===== config.mk =====
export PLATFORM = sky130hd
export DESIGN_NAME = bgi_queue
export DESIGN_NICKNAME = d
export VERILOG_FILES = /design/src/sv/bgi_pkg.sv /design/src/sv/bgi_queue.sv
export SDC_FILE = /design/constraint.sdc
export NUM_CORES = 1
export LEC_CHECK = 0
export BUFFER_PORTS_ARGS = -buffer_cell sky130_fd_sc_hd__buf_4
export CAP_MARGIN = 15
export CORE_UTILIZATION = 31
export CTS_CLUSTER_SIZE = 20
export DETAILED_ROUTE_END_ITERATION = 10
export PLACE_DENSITY_LB_ADDON = 0.05
export SLEW_MARGIN = 5
export SYNTH_ARGS = -nofsm -noshare
export SYNTH_HDL_FRONTEND = slang
export SYNTH_SLANG_ARGS = --single-unit

===== constraint.sdc =====
create_clock -name i_clk -period 3.3 [get_ports i_clk]
set_input_delay 0.66 -clock i_clk [delete_from_list [all_inputs] [get_ports i_clk]]
set_output_delay 0.66 -clock i_clk [all_outputs]
set_load 0.02 [all_outputs]

===== src/sv/bgi_pkg.sv =====
package bgi_pkg;

    // Grid geometry and fixed-point format
    localparam int GRID_X    = 16;
    localparam int GRID_Y    = 16;
    localparam int FRAC_BITS = 16;
    localparam int ONE       = 1 << FRAC_BITS;

    // Field and datapath widths
    localparam int D_W     = 32;                  // samples, coordinates, result
    localparam int IDX_W   = 4;                   // column / row index
    localparam int CNT_W   = 5;                   // points-used registers
    localparam int PROD_W  = 2 * D_W;             // |d| * recip
    localparam int FR_W    = FRAC_BITS + 1;       // signed fraction
    localparam int OM_W    = FRAC_BITS + 2;       // one minus fraction
    localparam int PW_W    = 2 * OM_W;            // raw weight product
    localparam int W_W     = 20;                  // weight field
    localparam int MUL_W   = W_W + D_W;           // weight * sample
    localparam int ACC_W   = MUL_W + 2;           // sum of four terms

    // Sample store: four banks split by column and row parity
    localparam int NUM_BANKS = 4;
    localparam int BANK_AW   = 2 * (IDX_W - 1);

    // Job queue between front and back
    localparam int QUEUE_DEPTH = 4;
    localparam int QPTR_W      = 2;
    localparam int QCNT_W      = 3;

    // Commands
    localparam logic CMD_LOAD  = 1'b0;
    localparam logic CMD_QUERY = 1'b1;

    // Configuration register indexes
    localparam int CFG_IDX_W = 3;
    localparam logic [CFG_IDX_W-1:0] CFG_X_ORIGIN      = 3'd0;
    localparam logic [CFG_IDX_W-1:0] CFG_Y_ORIGIN      = 3'd1;
    localparam logic [CFG_IDX_W-1:0] CFG_X_STEP_RECIP  = 3'd2;
    localparam logic [CFG_IDX_W-1:0] CFG_Y_STEP_RECIP  = 3'd3;
    localparam logic [CFG_IDX_W-1:0] CFG_X_POINTS_USED = 3'd4;
    localparam logic [CFG_IDX_W-1:0] CFG_Y_POINTS_USED = 3'd5;

    typedef struct packed {
        logic                     command;
        logic [IDX_W-1:0]         load_col;
        logic [IDX_W-1:0]         load_row;
        logic signed [D_W-1:0]    load_value;
        logic signed [D_W-1:0]    query_x;
        logic signed [D_W-1:0]    query_y;
    } t_in_item;

    typedef struct packed {
        logic signed [D_W-1:0]    blended;
        logic                     inside_res;
        logic signed [W_W-1:0]    weight_00;
        logic signed [W_W-1:0]    weight_10;
        logic signed [W_W-1:0]    weight_01;
        logic signed [W_W-1:0]    weight_11;
    } t_out_item;

    typedef struct packed {
        logic signed [D_W-1:0]    x_origin;
        logic signed [D_W-1:0]    y_origin;
        logic [D_W-1:0]           x_step_recip;
        logic [D_W-1:0]           y_step_recip;
        logic [CNT_W-1:0]         x_points_used;
        logic [CNT_W-1:0]         y_points_used;
    } t_cfg;

    // Classified item handed from front to back
    typedef struct packed {
        logic                     is_query;
        logic [IDX_W-1:0]         col;
        logic [IDX_W-1:0]         row;
        logic signed [D_W-1:0]    value;
        logic                     in_grid;
        logic [IDX_W-1:0]         ix;
        logic [IDX_W-1:0]         iy;
        logic signed [FR_W-1:0]   xr;
        logic signed [FR_W-1:0]   yr;
        logic                     cx;
        logic                     cy;
    } t_job;

endpackage


===== src/sv/bgi_queue.sv =====
module bgi_queue (
    input  logic          i_clk,
    input  logic          i_rst_n,
    input  logic          i_push,
    input  bgi_pkg::t_job i_job,
    input  logic          i_pop,
    output logic          o_full,
    output logic          o_valid,
    output bgi_pkg::t_job o_head
);

    bgi_pkg::t_job               r_mem [bgi_pkg::QUEUE_DEPTH];
    logic [bgi_pkg::QPTR_W-1:0]  r_wr_ptr;
    logic [bgi_pkg::QPTR_W-1:0]  r_rd_ptr;
    logic [bgi_pkg::QCNT_W-1:0]  r_count;

    assign o_full  = (r_count == (bgi_pkg::QCNT_W)'(bgi_pkg::QUEUE_DEPTH));
    assign o_valid = (r_count != '0);
    assign o_head  = r_mem[r_rd_ptr];

    // Advance pointers and occupancy
    always_ff @(posedge i_clk) begin
        if (!i_rst_n) begin
            r_wr_ptr <= '0;
            r_rd_ptr <= '0;
            r_count  <= '0;
        end else begin
            if (i_push) begin
                r_wr_ptr <= r_wr_ptr + 1'b1;
            end
            if (i_pop) begin
                r_rd_ptr <= r_rd_ptr + 1'b1;
            end
            case ({i_push, i_pop})
                2'b10:   r_count <= r_count + 1'b1;
                2'b01:   r_count <= r_count - 1'b1;
                default: r_count <= r_count;
            endcase
        end
    end

    // Store the job
    always_ff @(posedge i_clk) begin
        if (i_push) begin
            r_mem[r_wr_ptr] <= i_job;
        end
    end

endmodule


==> run metrics <==
Sequential Power Share=49.6%; Resized cells post-CTS=0; crit-path max FO=67; Post-Route WL=26750 um; Post-Place Worst Slack=0.9344 ns; Post-layout nets=801; Setup Buffers After CTS=0; H-tree level count=2; P_int=8.148 mW; antenna cells=0; antenna violations before repair=0; Root Driver=clkbuf_16; Syn. warnings=0; Clock Sink Count=353; share of total power in combinational logic=11.6%; Hold WC Path Type=input port to register; Cell Area, Placed=14900 um2; Area Growth Syn to Fin=24.94%; sequential area share after synthesis=81.56%; Wirelength per Cell=21.16 um; Hold Buf Count CTS=0; slowest cell delay on critical path=0.62 ns; worst clock skew=0.009964 ns; vias per cell=4.545; cts bufs inserted=40; global-route wire length before repair=40110 um; die span in y=205.9 um; Detail Route Antenna Nets=0; largest net degree at the start of global routing=68; synthesized flop and latch total=353; Top FF cell, synth=edfxtp_1; Sequential Area=10520 um2; # fillers=3718; IO Count=178; syn_nets=588; port buffer count=177; Synth Instances=492; relative slew slack=56.60%; Worst Path Required=2.64 ns; Least-Margin Pin Slew=0.6510 ns; Critical-path top delay cell=mux4_2; share of the synthesized area in the top cell type=80.16%; min Tclk post-route=2.851 ns; Critical Path Sink Type=output port; Iter 0 DRT Violations=259; clk_lat worst skew=0.53 ns; row count=74; final core area utilization=39.34%; Clock Tree Buf Depth=3; die width=205.9 um; leading area contributor after synthesis=edfxtp_1; top-count cell post-synth=edfxtp_1; data arrival time of the worst path=2.19 ns; critical path cell sequence=buf_12, mux4_2, buf_4; number of synthesized flops with an enable pin=344; Final Hold Viols=0; multi-input logic area=2198 um2; vias in the first global route=6572; Avg Inst Size Synth=26.19 um2; Sw Ratio=22.37%; outcome=completed; Final Cell Area=16100 um2; Inst Count DP=1195; VDD IR max=0.3791 mV; Final Hold Slack=0.3250 ns; DRC Markers=0; total global routing overflow=0; Post-Route Setup TNS=0 ns; RSZ-0062 raised after global routing=false; max cap viols=0; Final HPWL DP=15530 um; Yosys cell types=20; PwrDens=651.8 nW/um2; via count=5745; share of cells above drive strength 1=45.22%; initial core utilization=31.49%; Clock power frac=38.8%; TritonCTS clock tree=yes; Commonest cells post-synth=344 x edfxtp_1, 86 x mux4_2, 10 x buf_2; Post-Synthesis Cell Area=12890 um2; total power draw=10.49 mW; Worst Path Class, Setup=register to output port; startpoint class of the critical path=register; GRT Resource Usage Total=13.05%; first-pass iteration count of the detailed router=4; fin crit share=86.39%; DIE AREA=42390 um2; async set-or-reset flop fraction in the synthesized netlist=0%; final cell count without fillers=1264; post-layout worst setup margin=0.4492 ns; Synth area leaders=edfxtp_1 80%, mux4_2 15%, dfxtp_1 1.4%, buf_12 0.78%, ha_1 0.49%; Pleak=5.365 nW; clock transition at the registers of the reported paths=0.05 ns; Slew Viols, Final=0; endpoints failing setup=0; Routability Congestion=0.6533; Peak Freq=0.3508 GHz; core area=40920 um2; Switching Power=2.347 mW
-- area by class of cell --
cell class                      count  share of cell area [%]
Clock inverter                     15                  0.7072
Inverter                            3                 0.06994
Timing Repair Buffer              191                   9.372
Clock buffer                       54                   6.738
Multi-Input combinational cell    116                   13.65
Tap cell                          532                   4.134
Sequential cell                   353                   65.33
-- sequential cells by signal, indices dropped and copies added, names as in the netlist, named ones only --
| name | count |
|---|---|
| r_count | 3 |
| r_mem | 344 |
| r_rd_ptr | 2 |
| r_wr_ptr | 2 |
-- cells by family after synthesis --
| logic type | Yosys count | synth area share (%) |
|---|---|---|
| adder cells (fa/ha/maj) | 6 | 0.6408 |
| AND/OR/NAND/NOR | 15 | 0.7184 |
| buffers and inverters | 23 | 1.456 |
| multiplexers | 88 | 15.19 |
| AO/OA/AOI/OAI | 2 | 0.09708 |
| flip-flops | 353 | 81.56 |
| XOR/XNOR | 5 | 0.3399 |
-- power by group through the flow --
stage	clock network, mW	logic, mW	registers (mW)
floorplan	0	0.714	5.29
global placement	0	1.24	5.29
detailed placement	0	1.25	5.31
CTS	4.23	1.26	5.21
global route	4.37	1.31	5.23
finish	4.07	1.21	5.21
-- routing by layer --
layer / wire [um] / track usage (%)
met1: 10860 / 15.71
met4: 630 / 5.095
met2: 13430 / 21.83
met5: 0 / 0
met3: 1823 / 4.068
-- placed cells by master, fill, tap and decap left out, types with 4 or more instances in the layout --
cell | Yosys | final
buf_12 | 5 | 6
and2_4 | 0 | 4
and2_1 | 9 | 5
dfxtp_1 | 9 | 7
clkinv_2 | 0 | 4
mux4_2 | 86 | 86
clkbuf_1 | 4 | 12
clkbuf_16 | 0 | 41
ha_1 | 5 | 5
clkinv_1 | 0 | 9
buf_4 | 0 | 185
edfxtp_1 | 344 | 344
-- path summary, 6_finish.rpt --
path / slack (ns) / start / end / cells past startpoint
max: 0.45 / register / o_head[83] / 3
min: 0.33 / i_job[56] / r_mem[0][56] / 1
max reg2reg: 1.51 / r_wr_ptr[0] / r_mem[3][79] / 3
min reg2reg: 0.51 / r_count[2] / r_count[2] / 2
-- worst max-delay path: cells and delay by family (launching register included) --
| kind | cells | cell delay (ns) |
|---|---|---|
| buffers and inverters | 2 | 0.65 |
| DFF | 1 | 0.35 |
| muxes | 1 | 0.62 |
No activity file was read; power rests on OpenSTA's default activity.
